File: config.mk
export PLATFORM = sky130hd
export DESIGN_NAME = cavity_local_max_marker_top
export DESIGN_NICKNAME = d
export VERILOG_FILES = /design/src/rtl/clmm_pkg.sv /design/src/rtl/cavity_local_max_marker_top.sv /design/src/rtl/clmm_front.sv /design/src/rtl/clmm_queue.sv /design/src/rtl/clmm_back.sv
export SDC_FILE = /design/constraint.sdc
export NUM_CORES = 1
export LEC_CHECK = 0
export BUFFER_PORTS_ARGS = -buffer_cell sky130_fd_sc_hd__clkbuf_2
export CORE_MARGIN = 4
export CORE_UTILIZATION = 50
export CTS_BUF_LIST = sky130_fd_sc_hd__clkbuf_2 sky130_fd_sc_hd__clkbuf_4 sky130_fd_sc_hd__clkbuf_8
export CTS_CLUSTER_SIZE = 30
export DETAILED_ROUTE_END_ITERATION = 8
export PLACE_DENSITY = 0.67
export SLEW_MARGIN = 20
export SYNTH_ARGS = -nofsm -noshare
export SYNTH_HDL_FRONTEND = slang
export SYNTH_SLANG_ARGS = --single-unit
File: constraint.sdc
create_clock -name clock -period 6.15 [get_ports clock]
set_input_delay 0.9225 -clock clock [delete_from_list [all_inputs] [get_ports clock]]
set_output_delay 0.9225 -clock clock [all_outputs]
set_load 0.01 [all_outputs]
File: src/rtl/clmm_pkg.sv
`timescale 1ns / 1ps
// shared types and constants for the cavity local maximum marker
// no dependencies

package clmm_pkg;

   localparam int MaxSize    = 32;
   localparam int ColW       = $clog2(MaxSize);
   localparam int GridW      = 6;
   localparam int DepthW     = 4;
   localparam int QueueDepth = 4;
   localparam int QPtrW      = $clog2(QueueDepth);

   // one classified item on its way from front to back
   typedef struct packed {
      logic [DepthW-1:0] depth;
      logic [ColW-1:0]   col;
      logic              emit;
      logic              interior;
      logic              last;
   } cmd_type;

endpackage

File: src/rtl/cavity_local_max_marker_top.sv
`timescale 1ns / 1ps
// top level of the cavity local maximum marker: front, queue and back
// depends on clmm_pkg, clmm_front, clmm_queue, clmm_back
// throughput: one item per cycle unless the result channel or a flush stalls it; a cell is offered
//   after the item one row and one cell later passes the queue, line store read and output register
// end of frame: the flush gives n+2 results (centre, cell to its right, whole last row); n of 1 gives one result
// reset: synchronous, clears counters, queue and pipeline; side length returns to 32

module cavity_local_max_marker_top import clmm_pkg::*; (
   input  logic       clock,
   input  logic       reset,
   input  logic       csr_tvalid,
   output logic       csr_tready,
   input  logic [7:0] csr_tdata,   // grid_size [5:0]
   input  logic       req_tvalid,
   output logic       req_tready,
   input  logic [7:0] req_tdata,   // depth_digit [3:0]
   output logic       rsp_tvalid,
   input  logic       rsp_tready,
   output logic [7:0] rsp_tdata,   // cell_depth [3:0], is_cavity [4]
   output logic       rsp_tlast,   // last_of_run
   output logic       rsp_tuser    // end_of_frame
);

   logic    f_push, f_ready, b_pop, b_valid;
   cmd_type f_cmd, b_cmd;

   clmm_front u_front (
      .clock      (clock),
      .reset      (reset),
      .csr_tvalid (csr_tvalid),
      .csr_tready (csr_tready),
      .csr_tdata  (csr_tdata),
      .req_tvalid (req_tvalid),
      .req_tready (req_tready),
      .req_tdata  (req_tdata),
      .q_push     (f_push),
      .q_cmd      (f_cmd),
      .q_ready    (f_ready)
   );

   clmm_queue u_queue (
      .clock      (clock),
      .reset      (reset),
      .push       (f_push),
      .push_cmd   (f_cmd),
      .push_ready (f_ready),
      .pop        (b_pop),
      .pop_valid  (b_valid),
      .pop_cmd    (b_cmd)
   );

   clmm_back u_back (
      .clock      (clock),
      .reset      (reset),
      .q_valid    (b_valid),
      .q_cmd      (b_cmd),
      .q_pop      (b_pop),
      .rsp_tvalid (rsp_tvalid),
      .rsp_tready (rsp_tready),
      .rsp_tdata  (rsp_tdata),
      .rsp_tlast  (rsp_tlast),
      .rsp_tuser  (rsp_tuser)
   );

endmodule

File: src/rtl/clmm_front.sv
`timescale 1ns / 1ps
// front end: size register, raster counters and item classification
// depends on clmm_pkg

module clmm_front import clmm_pkg::*; (
   input  logic       clock,
   input  logic       reset,
   input  logic       csr_tvalid,
   output logic       csr_tready,
   input  logic [7:0] csr_tdata,   // grid_size [5:0]
   input  logic       req_tvalid,
   output logic       req_tready,
   input  logic [7:0] req_tdata,   // depth_digit [3:0]
   output logic       q_push,
   output cmd_type    q_cmd,
   input  logic       q_ready
);

   logic [GridW-1:0] grid_ff;
   logic [GridW-1:0] side_len;
   logic [ColW-1:0]  last_idx;
   logic [ColW-1:0]  row_ff, row_in;
   logic [ColW-1:0]  col_ff, col_in;
   logic             is_last;

   assign csr_tready = 1'b1;
   assign req_tready = q_ready;
   assign q_push     = req_tvalid && q_ready;

   always_comb begin
      priority if (grid_ff == '0) begin
         side_len = GridW'(1);
      end else if (grid_ff > GridW'(MaxSize)) begin
         side_len = GridW'(MaxSize);
      end else begin
         side_len = grid_ff;
      end
   end

   assign last_idx = ColW'(side_len - GridW'(1));
   assign is_last  = (row_ff == last_idx) && (col_ff == last_idx);

   always_comb begin
      q_cmd.depth    = req_tdata[DepthW-1:0];
      q_cmd.col      = col_ff;
      q_cmd.last     = is_last;
      q_cmd.interior = (row_ff >= ColW'(2)) && (col_ff >= ColW'(2));
      q_cmd.emit     = (row_ff >= ColW'(2)) || ((row_ff == ColW'(1)) && (col_ff != '0));
   end

   always_comb begin
      row_in = row_ff;
      col_in = col_ff;
      priority if (csr_tvalid) begin
         row_in = '0;
         col_in = '0;
      end else if (q_push) begin
         priority if (is_last) begin
            row_in = '0;
            col_in = '0;
         end else if (col_ff == last_idx) begin
            row_in = row_ff + ColW'(1);
            col_in = '0;
         end else begin
            col_in = col_ff + ColW'(1);
         end
      end
   end

   always_ff @(posedge clock) begin
      if (reset) begin
         grid_ff <= GridW'(MaxSize);
         row_ff  <= '0;
         col_ff  <= '0;
      end else begin
         if (csr_tvalid) begin
            grid_ff <= csr_tdata[GridW-1:0];
         end
         row_ff <= row_in;
         col_ff <= col_in;
      end
   end

endmodule

File: src/rtl/clmm_queue.sv
`timescale 1ns / 1ps
// short command queue between front and back
// depends on clmm_pkg

module clmm_queue import clmm_pkg::*; (
   input  logic    clock,
   input  logic    reset,
   input  logic    push,
   input  cmd_type push_cmd,
   output logic    push_ready,
   input  logic    pop,
   output logic    pop_valid,
   output cmd_type pop_cmd
);

   cmd_type          entry_ff [QueueDepth];
   logic [QPtrW-1:0] wr_ptr_ff;
   logic [QPtrW-1:0] rd_ptr_ff;
   logic [QPtrW:0]   count_ff;
   logic             do_push;
   logic             do_pop;

   assign push_ready = count_ff != (QPtrW+1)'(QueueDepth);
   assign pop_valid  = count_ff != '0;
   assign pop_cmd    = entry_ff[rd_ptr_ff];
   assign do_push    = push && push_ready;
   assign do_pop     = pop && pop_valid;

   always_ff @(posedge clock) begin
      if (reset) begin
         wr_ptr_ff <= '0;
         rd_ptr_ff <= '0;
         count_ff  <= '0;
      end else begin
         if (do_push) begin
            wr_ptr_ff <= wr_ptr_ff + QPtrW'(1);
         end
         if (do_pop) begin
            rd_ptr_ff <= rd_ptr_ff + QPtrW'(1);
         end
         unique case ({do_push, do_pop})
            2'b10:   count_ff <= count_ff + (QPtrW+1)'(1);
            2'b01:   count_ff <= count_ff - (QPtrW+1)'(1);
            default: count_ff <= count_ff;
         endcase
      end
   end

   always_ff @(posedge clock) begin
      if (do_push) begin
         entry_ff[wr_ptr_ff] <= push_cmd;
      end
   end

endmodule

File: src/rtl/clmm_back.sv
`timescale 1ns / 1ps
// back end: line store, neighbour window, cavity test, frame flush, output register
// depends on clmm_pkg

module clmm_back import clmm_pkg::*; (
   input  logic       clock,
   input  logic       reset,
   input  logic       q_valid,
   input  cmd_type    q_cmd,
   output logic       q_pop,
   output logic       rsp_tvalid,
   input  logic       rsp_tready,
   output logic [7:0] rsp_tdata,   // cell_depth [3:0], is_cavity [4]
   output logic       rsp_tlast,   // last_of_run
   output logic       rsp_tuser    // end_of_frame
);

   typedef enum logic [1:0] {PH_MAIN, PH_RIGHT, PH_ROW} phase_type;

   // low nibble: row above the current one, high nibble: two rows above
   logic [2*DepthW-1:0] line_mem [MaxSize];

   phase_type           phase_ff, phase_in;
   logic                b_valid_ff;
   cmd_type             b_cmd_ff;
   logic [2*DepthW-1:0] b_rd_ff;
   logic [ColW-1:0]     ptr_ff, ptr_in;
   logic [DepthW-1:0]   fl_rd_ff;
   logic [DepthW-1:0]   up_ff, ctr_ff, left_ff, down_ff;
   logic                rsp_valid_ff;
   logic [DepthW-1:0]   rsp_depth_ff;
   logic                rsp_cav_ff, rsp_last_ff, rsp_eof_ff;

   logic                out_space, emit_now, done, cavity, row_final;
   logic [DepthW-1:0]   res_depth, right_d;
   logic                res_cav, res_last, res_eof;

   assign right_d   = b_rd_ff[DepthW-1:0];
   assign out_space = !rsp_valid_ff || rsp_tready;
   assign row_final = ptr_ff == b_cmd_ff.col;
   assign cavity    = b_cmd_ff.interior && (ctr_ff > up_ff) && (ctr_ff > down_ff) &&
                      (ctr_ff > left_ff) && (ctr_ff > right_d);

   always_comb begin
      emit_now  = 1'b0;
      done      = 1'b0;
      phase_in  = phase_ff;
      ptr_in    = ptr_ff;
      res_depth = ctr_ff;
      res_cav   = 1'b0;
      res_last  = 1'b0;
      res_eof   = 1'b0;
      if (b_valid_ff) begin
         unique case (phase_ff)
            PH_MAIN: begin
               if (b_cmd_ff.emit) begin
                  emit_now = 1'b1;
                  res_cav  = cavity;
                  res_last = !b_cmd_ff.last;
                  if (out_space) begin
                     if (b_cmd_ff.last) begin
                        phase_in = PH_RIGHT;
                     end else begin
                        done = 1'b1;
                     end
                  end
               end else if (b_cmd_ff.last) begin
                  phase_in = PH_ROW;
               end else begin
                  done = 1'b1;
               end
            end
            PH_RIGHT: begin
               emit_now  = 1'b1;
               res_depth = right_d;
               if (out_space) begin
                  phase_in = PH_ROW;
               end
            end
            PH_ROW: begin
               emit_now  = 1'b1;
               res_depth = row_final ? b_cmd_ff.depth : fl_rd_ff;
               res_last  = row_final;
               res_eof   = row_final;
               if (out_space) begin
                  if (row_final) begin
                     done     = 1'b1;
                     phase_in = PH_MAIN;
                     ptr_in   = '0;
                  end else begin
                     ptr_in = ptr_ff + ColW'(1);
                  end
               end
            end
            default: begin
               phase_in = PH_MAIN;
            end
         endcase
      end
   end

   assign q_pop = q_valid && (!b_valid_ff || done);

   always_ff @(posedge clock) begin
      if (reset) begin
         phase_ff     <= PH_MAIN;
         b_valid_ff   <= 1'b0;
         ptr_ff       <= '0;
         rsp_valid_ff <= 1'b0;
         up_ff        <= '0;
         ctr_ff       <= '0;
         left_ff      <= '0;
         down_ff      <= '0;
      end else begin
         phase_ff <= phase_in;
         ptr_ff   <= ptr_in;
         if (q_pop) begin
            b_valid_ff <= 1'b1;
         end else if (done) begin
            b_valid_ff <= 1'b0;
         end
         if (emit_now && out_space) begin
            rsp_valid_ff <= 1'b1;
         end else if (rsp_tready) begin
            rsp_valid_ff <= 1'b0;
         end
         if (done) begin
            left_ff <= ctr_ff;
            ctr_ff  <= b_rd_ff[DepthW-1:0];
            up_ff   <= b_rd_ff[2*DepthW-1:DepthW];
            down_ff <= b_cmd_ff.depth;
         end
      end
   end

   always_ff @(posedge clock) begin
      if (q_pop) begin
         b_cmd_ff <= q_cmd;
         b_rd_ff  <= line_mem[q_cmd.col];
      end
      if (done) begin
         line_mem[b_cmd_ff.col] <= {b_rd_ff[DepthW-1:0], b_cmd_ff.depth};
      end
      fl_rd_ff <= line_mem[ptr_in][DepthW-1:0];
      if (emit_now && out_space) begin
         rsp_depth_ff <= res_depth;
         rsp_cav_ff   <= res_cav;
         rsp_last_ff  <= res_last;
         rsp_eof_ff   <= res_eof;
      end
   end

   assign rsp_tvalid = rsp_valid_ff;
   assign rsp_tdata  = {3'b000, rsp_cav_ff, rsp_depth_ff};
   assign rsp_tlast  = rsp_last_ff;
   assign rsp_tuser  = rsp_eof_ff;

endmodule

==> impl_metrics.py <==
metrics = {
    "drt": {
        "drc": 0,
        "first_iter_violations": 1052,
        "drt_pass1_iterations": 5,
        "vias": 10050,
        "routed_wl_um": 38120,
        "ant_nets": 0,
        "vias_per_cell": 5.941,
        "wire_per_inst_um": 22.53,
    },
    "sta": {
        "setup_violations": 0,
        "finalHoldViolCount": 0,
        "fin_skew_ps": 34.96,
        "period_share_pct": 72.29,
        "min_period_ps": 4446,
        "slew-limit-headroom_pct": 26.43,
        "fmax_ghz": 0.2249,
        "drv_slew": 0,
        "fin_setup_tns_ps": 0,
        "worstMarginPinSlew_ps": 1100,
        "grt_setup_unrepaired": "no",
    },
    "power": {
        "leakage_nw": 6.264,
        "max-vdd-ir-drop_mv": 0.2216,
        "pwr_density_cell_nw_per_um2": 433.0,
    },
    "layout": {
        "drive_above_1_share_pct": 19.37,
        "nFillCells": 2653,
        "final_common_cell": "edfxtp_1",
        "insertedDiodeCount": 0,
        "area.sequential_um2": 11020,
        "final_cell_mix": "edfxtp_1 (331), nand2_1 (107), nor2_1 (81), a21oi_1 (75), mux4_2 (75)",
        "multi_input_area_um2": 5552,
        "stdcell_count": 1692,
        "syn2layout_area_growth_pct": 10.84,
        "final_nets": 1252,
    },
    "clocking": {
        "cts_tree": "yes",
        "cts-htree-levels": 2,
        "clkTransAtPathRegs_ps": 70,
        "cts_resized": 0,
        "hold_buffers": 0,
        "clock-root-buffer": "clkbuf_8",
        "postCtsSetupRepairBufs": 0,
        "cts_sinks": 385,
        "cts_inserted_buffers": 61,
        "clock_latency_ps": 620,
        "cts.path.max_buffers": 3,
    },
    "setup_path": {
        "crit_chain": "xor2_1 -> nor3_2 -> and3_1 -> a21oi_2 -> or2_1 -> clkinv_1 -> nand3b_1 -> nor2_1",
        "cp_max_fo": 19,
        "end_kind": "flop",
        "critPathBufInv": 1,
        "cp-start-kind": "flop",
        "worstSetupPathType": "flop to flop",
        "worstPathRequired_ps": 6370,
        "ff2ff_setup_slack_ps": 1700,
        "critical_path_arrival_ps": 4660,
        "cpPeakStageDelay_ps": 820,
        "cp_top_family": "simple AND/OR/NAND/NOR gates",
        "slowest_stage": "nor2_1",
    },
    "global_routing": {
        "grt_first_pass_wirelength_um": 58920,
        "track_usage_pct": 20.92,
        "gr-usage-met3_pct": 3.672,
        "grt.overflow.total": 0,
        "grt_max_degree": 51,
        "grt_use_met2_pct": 34.18,
        "busiest_layer": "met2",
        "grt_pass1_vias": 10140,
        "antenna_found_initial": 0,
        "use_met1_pct": 28.86,
    },
    "place": {
        "place_hpwl_um": 24270,
        "place_congestion": 0.9453,
        "placedCellCount": 1581,
        "io_buffer_count": 23,
    },
    "floorplanning": {
        "die_height_um": 192.4,
        "rows": 67,
        "die_w_um": 192.4,
        "start_util_pct": 50.68,
        "die-area_um2": 37000,
        "core_um2": 33530,
        "boundaryPins": 34,
    },
    "logic_synthesis": {
        "synth-edff-count": 331,
        "synth.ff_latch_count": 385,
        "ys.flop_type": "edfxtp_1",
        "ys_seq_area_share_pct": 64.86,
        "yosysUniqueCellTypes": 61,
        "synthArstFlopShare_pct": 0,
        "syn_area_um2": 16990,
        "yosysWarningCount": 0,
        "syn_inst": 1158,
        "syn_avg_cell_area_um2": 14.67,
    },
    "status": {
        "status": "finished clean",
    },
    "worst_hold_path": {
        "hp-class": "flop to flop",
    },
    "flow_run": {
        "maxCapViolCount": 0,
    },
}
[worst min-delay path: cells and delay by family (launching register included)]
kind | cells | cell delay, ps
flops | 1 | 310
simple gates | 1 | 50
compound gates | 1 | 50
[final timing paths]
| path | startpoint | end | depth (start not counted) |
|---|---|---|---|
| setup / recovery | u_back.b_cmd_ff[7] | u_back.line_mem[25][6] | 8 |
| hold / removal | u_back.left_ff[3] | u_back.left_ff[3] | 2 |
| setup reg to reg | u_back.b_cmd_ff[7] | u_back.line_mem[25][6] | 8 |
| hold reg to reg | u_back.left_ff[3] | u_back.left_ff[3] | 2 |
[stage by stage]
step,utilization [%],hold slack [ps],instance area (um2),power (mW),setup slack [ps]
after global placement,52.18,444.1,17500,5.819,1763
final,56.17,456.7,18830,8.156,1704
after global routing,56.17,486.2,18830,8.556,1466
after CTS,56.09,458.0,18810,8.204,1724
after floorplan,-,436.3,17000,5.134,2151
after detailed placement,52.18,448.6,17500,5.877,1728
[area by class of cell]
type                    instances  share of cell area, %
flip-flops and latches        385                  58.51
multi-input cells             677                  29.48
clock buffers                  83                  5.368
well taps                     448                  2.976
clock inverters                27                  1.594
repair buffers                 42                  1.475
inverters                      30                 0.5979
[sequential cells by signal, indices dropped and copies added, names as in the netlist, 5 cells and up, named ones only]
register          count
u_front.grid_ff       6
u_queue.entry_ff     48
u_back.ptr_ff         5
u_front.col_ff        5
u_back.b_cmd_ff      12
u_back.line_mem     256
u_back.b_rd_ff        8
u_front.row_ff        5
[synthesized netlist by cell type, drive strengths merged, types with 7 or more instances]
| cell type | n | area share [%] |
|---|---|---|
| nand2b | 7 | 0.26 |
| and2 | 9 | 0.33 |
| o21ai | 7 | 0.21 |
| ha | 33 | 2.4 |
| nand4 | 19 | 0.70 |
| xnor2 | 8 | 0.41 |
| nor2 | 89 | 2.1 |
| nor4 | 8 | 0.29 |
| buf | 44 | 1.5 |
| nand3 | 22 | 0.65 |
| nand2 | 108 | 2.4 |
| nor2b | 9 | 0.33 |
| and3 | 10 | 0.37 |
| or3 | 10 | 0.37 |
| a211o | 8 | 0.41 |
| nor3 | 19 | 0.66 |
| a22o | 16 | 0.82 |
| a21oi | 77 | 2.3 |
| a211oi | 7 | 0.38 |
| dfxtp | 54 | 6.4 |
| xor2 | 20 | 1.0 |
| inv | 29 | 0.64 |
| clkbuf | 24 | 0.53 |
| mux2i | 60 | 3.5 |
| mux4 | 76 | 10 |
| edfxtp | 331 | 58 |
| a221oi | 9 | 0.46 |
[cells by family (layout without fill, tap and decap cells)]
kind of cell             Yosys count  count (layout)  synth area share [%]
AO/OA/AOI/OAI                    155             155                 5.994
adder cells (fa/ha/maj)           34              34                 2.548
XOR/XNOR                          28              28                 1.443
buffers and inverters             98             182                 2.643
other                              2               4               0.04420
flip-flops                       385             385                 64.86
multiplexers                     136             136                 13.61
AND/OR/NAND/NOR                  320             320                 8.865
[layer usage]
| layer | up-vias | wire length, um |
|---|---|---|
| met5 | - | 0 |
| met4 | 0 | 1003 |
| met3 | 74 | 2379 |
| met2 | 348 | 18810 |
| met1 | 5083 | 15920 |
| li1 | 4547 | - |
[power breakdown]
group | switching [mW] | internal, mW
combinational | 1.44 | 0.869
sequential | 0.151 | 3.37
clock | 1.00 | 1.32
Note: power is estimated with default switching activity, not from simulation.
